**config.mk**
```make
export PLATFORM = sky130hd
export DESIGN_NAME = rgb_to_nv12_block_converter_top_flat
export DESIGN_NICKNAME = d
export VERILOG_FILES = /design/src/rtl/rgbnv_pkg.sv /design/src/rtl/rgbnv_if.sv /design/src/rtl/rgb_to_nv12_block_converter_top.sv /design/src/flat_wrapper.sv
export SDC_FILE = /design/constraint.sdc
export NUM_CORES = 2
export LEC_CHECK = 0
export BUFFER_PORTS_ARGS = -buffer_cell sky130_fd_sc_hd__buf_4
export CAP_MARGIN = 20
export CORE_MARGIN = 10
export CORE_UTILIZATION = 50
export CTS_CLUSTER_DIAMETER = 60
export DETAILED_ROUTE_END_ITERATION = 8
export MAX_ROUTING_LAYER = met4
export PLACE_DENSITY = 0.75
export SLEW_MARGIN = 20
export SYNTH_ARGS = -nofsm -noshare
export SYNTH_HDL_FRONTEND = slang
export SYNTH_SLANG_ARGS = --single-unit
```
**constraint.sdc**
```tcl
create_clock -name clk -period 12.5 [get_ports clk]
set_input_delay 1.875 -clock clk [delete_from_list [all_inputs] [get_ports clk]]
set_output_delay 1.875 -clock clk [all_outputs]
set_load 0.005 [all_outputs]
```
**src/rtl/rgbnv_pkg.sv**
```systemverilog
package rgbnv_pkg;

  // Frame bounds; register widths follow from them
  localparam int MAX_WIDTH  = 8192;
  localparam int MAX_HEIGHT = 4096;

  localparam int STRIDE_W = $clog2(MAX_WIDTH) + 1;
  localparam int HEIGHT_W = $clog2(MAX_HEIGHT) + 1;

  // Field widths
  localparam int PIX_W   = 24;
  localparam int COL_W   = 12;
  localparam int ROW_W   = 11;
  localparam int BYTE_W  = 8;
  localparam int LADDR_W = 25;
  localparam int CADDR_W = 26;

  // Configuration port
  localparam int CFG_INDEX_W = 2;
  localparam int CFG_DATA_W  = STRIDE_W;

  localparam logic [CFG_INDEX_W-1:0] REG_LINE_STRIDE  = 2'd0;
  localparam logic [CFG_INDEX_W-1:0] REG_FRAME_HEIGHT = 2'd1;

  localparam logic [STRIDE_W-1:0] LINE_STRIDE_RESET  = 14'd1920;
  localparam logic [HEIGHT_W-1:0] FRAME_HEIGHT_RESET = 13'd1080;

  // BT.601 coefficients
  localparam logic [15:0] Y_R = 16'd66;
  localparam logic [15:0] Y_G = 16'd129;
  localparam logic [15:0] Y_B = 16'd25;
  localparam logic [15:0] U_R = 16'd38;
  localparam logic [15:0] U_G = 16'd74;
  localparam logic [15:0] U_B = 16'd112;
  localparam logic [15:0] V_R = 16'd112;
  localparam logic [15:0] V_G = 16'd94;
  localparam logic [15:0] V_B = 16'd18;

  localparam logic [15:0] ROUND_BIAS  = 16'd128;
  localparam logic [16:0] CHROMA_BIAS = 17'd32896;
  localparam logic [7:0]  LUMA_OFFSET = 8'd16;

endpackage

```
**src/rtl/rgbnv_if.sv**
```systemverilog
interface rgbnv_block_if import rgbnv_pkg::*; ();
  logic             valid;
  logic             ready;
  logic [PIX_W-1:0] pixel_top_left;
  logic [PIX_W-1:0] pixel_top_right;
  logic [PIX_W-1:0] pixel_bottom_left;
  logic [PIX_W-1:0] pixel_bottom_right;
  logic [COL_W-1:0] block_col;
  logic [ROW_W-1:0] block_row;

  modport source (
    output valid, pixel_top_left, pixel_top_right, pixel_bottom_left,
           pixel_bottom_right, block_col, block_row,
    input  ready
  );
  modport sink (
    input  valid, pixel_top_left, pixel_top_right, pixel_bottom_left,
           pixel_bottom_right, block_col, block_row,
    output ready
  );
endinterface

interface rgbnv_result_if import rgbnv_pkg::*; ();
  logic               valid;
  logic               ready;
  logic [BYTE_W-1:0]  luma_top_left;
  logic [BYTE_W-1:0]  luma_top_right;
  logic [BYTE_W-1:0]  luma_bottom_left;
  logic [BYTE_W-1:0]  luma_bottom_right;
  logic [BYTE_W-1:0]  chroma_u;
  logic [BYTE_W-1:0]  chroma_v;
  logic [LADDR_W-1:0] luma_addr;
  logic [CADDR_W-1:0] chroma_addr;

  modport source (
    output valid, luma_top_left, luma_top_right, luma_bottom_left,
           luma_bottom_right, chroma_u, chroma_v, luma_addr, chroma_addr,
    input  ready
  );
  modport sink (
    input  valid, luma_top_left, luma_top_right, luma_bottom_left,
           luma_bottom_right, chroma_u, chroma_v, luma_addr, chroma_addr,
    output ready
  );
endinterface

```
**src/rtl/rgb_to_nv12_block_converter_top.sv**
```systemverilog
// RGB to NV12 2x2 block converter, BT.601 studio range.
// blocks: one transaction carries a 2x2 block of packed pixels (blue in
// bits 7:0, green 15:8, red 23:16) plus the block column and row.
// results: one transaction per block with four luma bytes, U and V taken
// from the bottom-right pixel, the luma byte address of the top-left pixel
// and the interleaved chroma byte address (V at chroma_addr + 1).
// cfg_we/cfg_index/cfg_data write line_stride (index 0) and frame_height
// (index 1); write only while no block is in flight.
// Results pass through three register stages (products, sums, output
// register), the first loaded at acceptance; results.valid is driven by
// the valid bit of the output register.
// Throughput: one block per clock, sustained while results.ready is high.
// Reset clears all stage valid bits and loads stride 1920, height 1080.
// When the receiver stalls, the output stage holds its result, empty
// stages upstream keep filling, and blocks.ready drops once all three
// stages are full. Nothing is lost or repeated.
module rgb_to_nv12_block_converter_top
  import rgbnv_pkg::*;
(
  input  logic                   clk,
  input  logic                   rst,
  input  logic                   cfg_we,
  input  logic [CFG_INDEX_W-1:0] cfg_index,
  input  logic [CFG_DATA_W-1:0]  cfg_data,
  rgbnv_block_if.sink            blocks,
  rgbnv_result_if.source         results
);

  // Configuration registers
  logic [STRIDE_W-1:0] line_stride;
  logic [HEIGHT_W-1:0] frame_height;

  // Stage valid bits and advance enables
  logic v1, v2, v3;
  logic en1, en2, en3;

  // Stage 1: products
  logic [15:0]        s1_yr [4];
  logic [15:0]        s1_yg [4];
  logic [15:0]        s1_yb [4];
  logic [15:0]        s1_ur, s1_ug, s1_ub;
  logic [15:0]        s1_vr, s1_vg, s1_vb;
  logic [LADDR_W-1:0] s1_row_prod;
  logic [CADDR_W-1:0] s1_chroma_prod;
  logic [COL_W-1:0]   s1_col;

  // Stage 2: sums
  logic [15:0]        s2_ysum [4];
  logic [16:0]        s2_usum, s2_vsum;
  logic [LADDR_W-1:0] s2_luma_addr;
  logic [CADDR_W-1:0] s2_chroma_addr;

  // Stage 3: output register
  logic [BYTE_W-1:0]  s3_luma [4];
  logic [BYTE_W-1:0]  s3_u, s3_v;
  logic [LADDR_W-1:0] s3_luma_addr;
  logic [CADDR_W-1:0] s3_chroma_addr;

  // Stage 1 combinational inputs
  logic [PIX_W-1:0]    px [4];
  logic [15:0]         yr_next [4];
  logic [15:0]         yg_next [4];
  logic [15:0]         yb_next [4];
  logic [STRIDE_W-1:0] hr_sum;

  // Write configuration registers
  always_ff @(posedge clk) begin
    if (rst) begin
      line_stride  <= LINE_STRIDE_RESET;
      frame_height <= FRAME_HEIGHT_RESET;
    end else if (cfg_we) begin
      case (cfg_index)
        REG_LINE_STRIDE:  line_stride  <= cfg_data;
        REG_FRAME_HEIGHT: frame_height <= cfg_data[HEIGHT_W-1:0];
        default: ;
      endcase
    end
  end

  // Advance a stage when it is empty or the next one moves
  assign en3 = !v3 || results.ready;
  assign en2 = !v2 || en3;
  assign en1 = !v1 || en2;
  assign blocks.ready = en1;

  always_ff @(posedge clk) begin
    if (rst) begin
      v1 <= 1'b0;
      v2 <= 1'b0;
      v3 <= 1'b0;
    end else begin
      if (en1) v1 <= blocks.valid;
      if (en2) v2 <= v1;
      if (en3) v3 <= v2;
    end
  end

  // Split pixels and form luma products
  always_comb begin
    px[0] = blocks.pixel_top_left;
    px[1] = blocks.pixel_top_right;
    px[2] = blocks.pixel_bottom_left;
    px[3] = blocks.pixel_bottom_right;
    for (int i = 0; i < 4; i++) begin
      yr_next[i] = 16'(px[i][23:16]) * Y_R;
      yg_next[i] = 16'(px[i][15:8])  * Y_G;
      yb_next[i] = 16'(px[i][7:0])   * Y_B;
    end
    hr_sum = STRIDE_W'(frame_height) + STRIDE_W'(blocks.block_row);
  end

  // Stage 1 registers
  always_ff @(posedge clk) begin
    if (en1) begin
      for (int i = 0; i < 4; i++) begin
        s1_yr[i] <= yr_next[i];
        s1_yg[i] <= yg_next[i];
        s1_yb[i] <= yb_next[i];
      end
      s1_ur <= 16'(blocks.pixel_bottom_right[23:16]) * U_R;
      s1_ug <= 16'(blocks.pixel_bottom_right[15:8])  * U_G;
      s1_ub <= 16'(blocks.pixel_bottom_right[7:0])   * U_B;
      s1_vr <= 16'(blocks.pixel_bottom_right[23:16]) * V_R;
      s1_vg <= 16'(blocks.pixel_bottom_right[15:8])  * V_G;
      s1_vb <= 16'(blocks.pixel_bottom_right[7:0])   * V_B;
      s1_row_prod    <= LADDR_W'(blocks.block_row) * LADDR_W'(line_stride);
      s1_chroma_prod <= CADDR_W'(hr_sum) * CADDR_W'(line_stride);
      s1_col         <= blocks.block_col;
    end
  end

  // Stage 2: sum terms, add column offset
  always_ff @(posedge clk) begin
    if (en2) begin
      for (int i = 0; i < 4; i++) begin
        s2_ysum[i] <= s1_yr[i] + s1_yg[i] + s1_yb[i] + ROUND_BIAS;
      end
      s2_usum <= 17'(s1_ub) + CHROMA_BIAS - 17'(s1_ur) - 17'(s1_ug);
      s2_vsum <= 17'(s1_vr) + CHROMA_BIAS - 17'(s1_vg) - 17'(s1_vb);
      s2_luma_addr   <= {s1_row_prod[LADDR_W-2:0], 1'b0} + LADDR_W'({s1_col, 1'b0});
      s2_chroma_addr <= s1_chroma_prod + CADDR_W'({s1_col, 1'b0});
    end
  end

  // Stage 3: scale and offset
  always_ff @(posedge clk) begin
    if (en3) begin
      for (int i = 0; i < 4; i++) begin
        s3_luma[i] <= s2_ysum[i][15:8] + LUMA_OFFSET;
      end
      s3_u           <= s2_usum[15:8];
      s3_v           <= s2_vsum[15:8];
      s3_luma_addr   <= s2_luma_addr;
      s3_chroma_addr <= s2_chroma_addr;
    end
  end

  assign results.valid             = v3;
  assign results.luma_top_left     = s3_luma[0];
  assign results.luma_top_right    = s3_luma[1];
  assign results.luma_bottom_left  = s3_luma[2];
  assign results.luma_bottom_right = s3_luma[3];
  assign results.chroma_u          = s3_u;
  assign results.chroma_v          = s3_v;
  assign results.luma_addr         = s3_luma_addr;
  assign results.chroma_addr       = s3_chroma_addr;

`ifndef SYNTH
  // An empty output stage never blocks the input
  a_ready_when_out_empty: assert property (@(posedge clk) disable iff (rst)
    !v3 |-> blocks.ready)
    else $error("input stalled with empty output stage");

  // An accepted transaction occupies stage 1 next cycle
  a_accept_fills_s1: assert property (@(posedge clk) disable iff (rst)
    (blocks.valid && blocks.ready) |=> v1)
    else $error("accepted transaction dropped at stage 1");

  // A full stage 2 with a moving output reaches the output
  a_s2_moves_out: assert property (@(posedge clk) disable iff (rst)
    (v2 && en3) |=> results.valid)
    else $error("stage 2 transaction lost");

  // Top-left luma stays in studio range
  a_luma_range: assert property (@(posedge clk) disable iff (rst)
    results.valid |-> (results.luma_top_left >= 8'd16 && results.luma_top_left <= 8'd235))
    else $error("luma out of range");

  // Luma address is even
  a_luma_addr_even: assert property (@(posedge clk) disable iff (rst)
    results.valid |-> !results.luma_addr[0])
    else $error("odd luma address");
`endif

endmodule
```
**src/flat_wrapper.sv**
```systemverilog
// flat-port wrapper written by rule: the top's interface ports become plain ports
module rgb_to_nv12_block_converter_top_flat import rgbnv_pkg::*;
  (clk, rst, cfg_we, cfg_index, cfg_data, blocks_valid, blocks_pixel_top_left, blocks_pixel_top_right, blocks_pixel_bottom_left, blocks_pixel_bottom_right, blocks_block_col, blocks_block_row, blocks_ready, results_valid, results_luma_top_left, results_luma_top_right, results_luma_bottom_left, results_luma_bottom_right, results_chroma_u, results_chroma_v, results_luma_addr, results_chroma_addr, results_ready);
  rgbnv_block_if blocks_i ();
  rgbnv_result_if results_i ();
  input  logic clk;
  input  logic rst;
  input  logic cfg_we;
  input  logic [CFG_INDEX_W-1:0] cfg_index;
  input  logic [CFG_DATA_W-1:0] cfg_data;
  input wire logic [$bits(blocks_i.valid)-1:0] blocks_valid;
  input wire logic [$bits(blocks_i.pixel_top_left)-1:0] blocks_pixel_top_left;
  input wire logic [$bits(blocks_i.pixel_top_right)-1:0] blocks_pixel_top_right;
  input wire logic [$bits(blocks_i.pixel_bottom_left)-1:0] blocks_pixel_bottom_left;
  input wire logic [$bits(blocks_i.pixel_bottom_right)-1:0] blocks_pixel_bottom_right;
  input wire logic [$bits(blocks_i.block_col)-1:0] blocks_block_col;
  input wire logic [$bits(blocks_i.block_row)-1:0] blocks_block_row;
  output wire logic [$bits(blocks_i.ready)-1:0] blocks_ready;
  output wire logic [$bits(results_i.valid)-1:0] results_valid;
  output wire logic [$bits(results_i.luma_top_left)-1:0] results_luma_top_left;
  output wire logic [$bits(results_i.luma_top_right)-1:0] results_luma_top_right;
  output wire logic [$bits(results_i.luma_bottom_left)-1:0] results_luma_bottom_left;
  output wire logic [$bits(results_i.luma_bottom_right)-1:0] results_luma_bottom_right;
  output wire logic [$bits(results_i.chroma_u)-1:0] results_chroma_u;
  output wire logic [$bits(results_i.chroma_v)-1:0] results_chroma_v;
  output wire logic [$bits(results_i.luma_addr)-1:0] results_luma_addr;
  output wire logic [$bits(results_i.chroma_addr)-1:0] results_chroma_addr;
  input wire logic [$bits(results_i.ready)-1:0] results_ready;
  assign blocks_i.valid = blocks_valid;
  assign blocks_i.pixel_top_left = blocks_pixel_top_left;
  assign blocks_i.pixel_top_right = blocks_pixel_top_right;
  assign blocks_i.pixel_bottom_left = blocks_pixel_bottom_left;
  assign blocks_i.pixel_bottom_right = blocks_pixel_bottom_right;
  assign blocks_i.block_col = blocks_block_col;
  assign blocks_i.block_row = blocks_block_row;
  assign blocks_ready = blocks_i.ready;
  assign results_valid = results_i.valid;
  assign results_luma_top_left = results_i.luma_top_left;
  assign results_luma_top_right = results_i.luma_top_right;
  assign results_luma_bottom_left = results_i.luma_bottom_left;
  assign results_luma_bottom_right = results_i.luma_bottom_right;
  assign results_chroma_u = results_i.chroma_u;
  assign results_chroma_v = results_i.chroma_v;
  assign results_luma_addr = results_i.luma_addr;
  assign results_chroma_addr = results_i.chroma_addr;
  assign results_i.ready = results_ready;
  rgb_to_nv12_block_converter_top u_core (.clk(clk), .rst(rst), .cfg_we(cfg_we), .cfg_index(cfg_index), .cfg_data(cfg_data), .blocks(blocks_i), .results(results_i));
endmodule
```
# Word level (Yosys, flattened, before mapping)
# Memories as Yosys holds them, arrays and structs flattened.
# Cells that the tools add are included.
# classes
bitwise,0
n_reduce_logical,9
shifts,0
n_div,0
eq_ne,1
mul,20
mux,6
magnitude_cmp,0
add_sub_neg,25
# ops
cell,count
adder 16 bit,8
"multiplier 8 x 6 -> 14 bit, second input constant",6
"multiplier 8 x 5 -> 13 bit, second input constant",5
"adder 16 x 8 -> 16 bit, second input constant",4
"multiplier 8 x 8 -> 16 bit, second input constant",4
"adder 15 x 16 -> 16 bit, second input constant",2
"adder 8 x 5 -> 8 bit, second input constant",4
subtractor 16 x 15 -> 16 bit,2
adder 26 x 13 -> 26 bit,1
multiplier 14 x 14 -> 26 bit,1
adder 25 x 13 -> 25 bit,1
multiplier 11 x 14 -> 24 bit,1
"multiplier 8 x 3 -> 11 bit, second input constant",2
subtractor 16 x 13 -> 16 bit,1
subtractor 16 x 14 -> 16 bit,1
adder 13 x 11 -> 14 bit,1
"multiplier 8 x 4 -> 12 bit, second input constant",1
2-to-1 mux 1 bit,6
AND reduction 2 bit,2
zero test 1 bit,3
logical OR 1 bit,3
"equality test 2 x 1 -> 1 bit, second input constant",1
zero test 2 bit,1
# word_totals
romBits,0
out_inout_bits,101
memories,5
ram_bits,268
latchBits,0
reg_bits,317
# memory_table
memory,words,width,rd,rd_ports_with_merged_regs,write_ports,line,rtl
u_core.s1_yg,4,16,4,0,4,rgb_to_nv12_block_converter_top.sv:39,logic [15:0] s1_yg [4];
u_core.s2_ysum,4,16,4,0,4,rgb_to_nv12_block_converter_top.sv:48,logic [15:0] s2_ysum [4];
u_core.s1_yr,4,14,4,0,4,rgb_to_nv12_block_converter_top.sv:38,logic [15:0] s1_yr [4];
u_core.s1_yb,4,13,4,0,4,rgb_to_nv12_block_converter_top.sv:40,logic [15:0] s1_yb [4];
u_core.s3_luma,4,8,4,0,4,rgb_to_nv12_block_converter_top.sv:54,logic [BYTE_W-1:0] s3_luma [4];

# Depth between registers and ports, before layout
# depth
word_depth,6
depth_mapped,32
depth_no_buf,31

# Least setup slack after synthesis
# Ideal clock, no wire load.
# synth_timing
kind,input to output
start,input port results_ready
end,output port blocks_ready
path_slack_ps,2254
path_stages,3
arrival_time_ps,8371
cell_sequence,nor2b_1 > and2_1 > nand2_1
# synth_via
elab_chain_cells,3
# synth_rtl
item,line,rtl
start: declaration,flat_wrapper.sv:28,input wire logic [$bits(results_i.ready)-1:0] results_ready;
logical OR 1 bit,rgb_to_nv12_block_converter_top.sv:81,assign en3 = !v3 || results.ready;
logical OR 1 bit,rgb_to_nv12_block_converter_top.sv:82,assign en2 = !v2 || en3;
logical OR 1 bit,rgb_to_nv12_block_converter_top.sv:83,assign en1 = !v1 || en2;
end: declaration,flat_wrapper.sv:18,output wire logic [$bits(blocks_i.ready)-1:0] blocks_ready;
# No other way between the ends.

# Worst setup path in the final report
# layout_timing
start,input port blocks_block_row[0]
end,"register u_core.s1_chroma_prod[25], data pin"
# layout_via
elab_chain_cells,2
# layout_rtl
item,line,rtl
start: declaration,flat_wrapper.sv:17,input wire logic [$bits(blocks_i.block_row)-1:0] blocks_block_row;
adder 13 x 11 -> 14 bit,rgb_to_nv12_block_converter_top.sv:109,hr_sum = STRIDE_W'(frame_height) + STRIDE_W'(blocks.block_row);
multiplier 14 x 14 -> 26 bit,rgb_to_nv12_block_converter_top.sv:127,s1_chroma_prod <= CADDR_W'(hr_sum) * CADDR_W'(line_stride);
end signal: assignment,rgb_to_nv12_block_converter_top.sv:127,
end: declaration,rgb_to_nv12_block_converter_top.sv:44,logic [CADDR_W-1:0] s1_chroma_prod;
# No other way between the ends.
# A chain may end at the register's enable or synchronous reset.

==> flow_summary_export.csv <==
group,metric,value,unit
run_status,status,"complete, no violations",
die,core_area,0.08185,mm^2
flow_run,max_cap_violations,0,
grt,grt_max_degree,78,
synthesis,yosys.area.top_type_share,0.3607,
layout,n_fill_cell,6723,
layout,utilization,0.5691,
synthesis,postSynth.asyncResetShare,0,
synthesis,syn-instance-count,3483,
synthesis,synth.area.top_cells,"edfxtp_1 36%, ha_1 19%, fa_1 18%",
sta,period_share,0.7431,
critical_path,cp_data_required_time,12.84,ns
grt,grt_usage,0.1922,
routing,vias,25510,
min_path,worst_hold_path_type,"reg -> reg",
routing,first_iter_violations,1373,
clock_tree,cts_resized,0,
routing,avgViaCountPerCell,5.225,
power_and_ir_drop,p_per_area,210.0,mW/mm^2
synthesis,yosysWarnings,0,
clock_tree,cts_sinks,524,
critical_path,critPathTopFamily,"adder cells",
die,rows,105,
die,start_util,0.5024,
sta,tns,0,ns
layout,drive_gt1_frac,0.1037,
routing,drc,0,
synthesis,syn_nets,4607,
die,io_pins,241,
sta,finalMaxSlewViolations,0,
synthesis,synth_area_leader_cell,"edfxtp_1",
layout,fin_nets,4878,
layout,final_common_cell,"ha_1",
clock_tree,postCtsHoldBufs,0,
die,die_w,306.8,um
layout,most-common-layout-cells,"610 x ha_1, 524 x inv_1, 494 x edfxtp_1",
critical_path,crit_slowest_cell,"xnor2_2",
clock_tree,clockBufferDepth,3,
clock_tree,clk_latency,0.61,ns
synthesis,synth_seq_area_share,0.3753,
synthesis,synth_flop_cell,"edfxtp_1",
critical_path,path_buf_inv,6,
grt,antenna_found_initial,4,
layout,areaGrowthSynthToFinish,13.27,%
sta,hold_viol,0,
clock_tree,numCtsBuffers,72,
sta,max_freq,107.7,MHz
synthesis,ys_types,65,
synthesis,yosys_register_bits,524,
routing,wire_per_inst,17.72,um
clock_tree,path_clk_slew,0.05,ns
sta,slew_headroom,0.3680,
sta,rsz0062_at_grt,"false",
grt,overflow,0,
sta,period_needed,9.289,ns
critical_path,crit_top_cell,"fa_1",
critical_path,end_kind,"flop",
sta,clock_skew,0.02532,ns
clock_tree,h-tree-depth,3,
power_and_ir_drop,total_power,0.009783,W
critical_path,max_stage_delay,0.56,ns
synthesis,syn_avg_cell_area,11.81,um^2
clock_tree,clockRootBuffer,"clkbuf_16",
grt,grt_pass1_wl,140.4,mm
clock_tree,post_cts_buffers,0,
routing,dr.pass1.iters,5,
synthesis,synth-edff-count,494,
routing,wirelength,86.50,mm
critical_path,reg2reg_slack,4.36,ns
clock_tree,cts_tree,"yes",
critical_path,crit_path_start_kind,"input pin",
placed_design,dp_hpwl,67.82,mm
sta,tightest_slew,0.9480,ns
critical_path,critPathKind,"in -> reg",
die,die_y,306.8,um
die,dieArea,0.09411,mm^2
placed_design,place_congestion,0.8767,
grt,grt_pass1_vias,26720,
placed_design,place_ws,2.293,ns
critical_path,critPathMaxFanout,15,
critical_path,cp.arrival,9.63,ns
sta,setup_viol,0,
placed_design,portBuffers,239,
routing,drtAntennaViolNets,0,
power_and_ir_drop,peakVddDrop,0.2253,mV
sta,worst_slack,3.211,ns
power_and_ir_drop,leakage,22.19,nW
synthesis,syn_area,0.04112,mm^2
## metrics by stage
step / instance area [um^2] / cells / hold slack (ns)
floorplan: 41120 / 3483 / 0.4003
global placement: 44200 / 4750 / 0.4018
detailed placement: 44200 / 4750 / 0.4045
CTS: 46560 / 4879 / 0.4150
global route: 46580 / 4881 / 0.4192
finish: 46580 / 4881 / 0.4125
## flip-flops by register name, indices dropped and copies added (netlist names), 9 cells and up
name	cells
u_core.s1_yg	62
u_core.s1_yr	55
u_core.s1_yb	48
u_core.s2_ysum	32
u_core.s3_luma	32
u_core.results.chroma_addr	26
u_core.s1_chroma_prod	26
u_core.s2_chroma_addr	26
u_core.results.luma_addr	24
u_core.s1_row_prod	24
u_core.s2_luma_addr	24
u_core.line_stride	14
u_core.s1_ug	14
u_core.frame_height	13
u_core.s1_ur	13
u_core.s1_vg	13
u_core.s1_col	12
u_core.s1_ub	11
u_core.s1_vb	11
u_core.s1_vr	9
## cell usage after synthesis (6+ instances only)
cell	count
nand3b_1	9
a211oi_1	7
xor2_1	71
ha_1	610
and2_1	170
o31ai_1	6
nor2_1	105
clkbuf_1	66
inv_1	526
dfxtp_1	30
nand2_1	281
nor3_1	21
nand3_1	42
o21a_1	14
o21ai_0	54
fa_1	374
a21oi_1	158
nand2b_1	16
xnor2_1	189
and3_1	26
a31oi_1	9
nor2b_1	32
edfxtp_1	494
a21o_1	40
o21bai_1	48
## area by class of cell
type / instances / area, um^2 / area share
Multi-Input combinational cell: 2365 / 23480 / 0.5040
Sequential cell: 524 / 15430 / 0.3314
Timing Repair Buffer: 265 / 1989 / 0.04271
Inverter: 526 / 1979 / 0.04249
Clock buffer: 86 / 1897 / 0.04072
Tap cell: 1070 / 1339 / 0.02874
Clock inverter: 43 / 459.2 / 0.009858
Antenna cell: 2 / 5.005 / 0.0001074
## power breakdown
group / total [W] / switching (W) / internal, W
sequential: 0.00302 / 0.000234 / 0.00279
combinational: 0.00475 / 0.00257 / 0.00218
clock: 0.00201 / 0.000792 / 0.00122
total: 0.00978 / 0.00359 / 0.00619
## cell families after synthesis
logic type,synth area share
AO/OA/AOI/OAI,0.05909
XOR/XNOR,0.05592
AND/OR/NAND/NOR,0.08757
adder cells (fa/ha/maj),0.3677
other,0.00009119
flip-flops,0.3753
buffers and inverters,0.05431
## routing by layer
layer  share of wire  vias up  routed length (um)  GRT usage
li1                -    12230                   -          -
met2            0.48      621               41390     0.3121
met3           0.056      127                4852    0.02948
met5               0        -                   0          -
met1            0.44    12530               38140     0.2475
met4           0.024        0                2116    0.05815
## path summary, 6_finish.rpt
check,start,end,cells past startpoint
worst max-delay path,blocks_block_row[0],u_core.s1_chroma_prod[25]$_DFFE_PP_,31
worst min-delay path,u_core.s2_chroma_addr[20]$_DFFE_PP_,u_core.results.chroma_addr[20]$_DFFE_PP_,0
worst max register to register,u_core.frame_height[0]$_SDFFE_PP0P_,u_core.s1_chroma_prod[25]$_DFFE_PP_,30
worst min register to register,u_core.s2_chroma_addr[20]$_DFFE_PP_,u_core.results.chroma_addr[20]$_DFFE_PP_,0
Power figures use the tool's default switching activity.
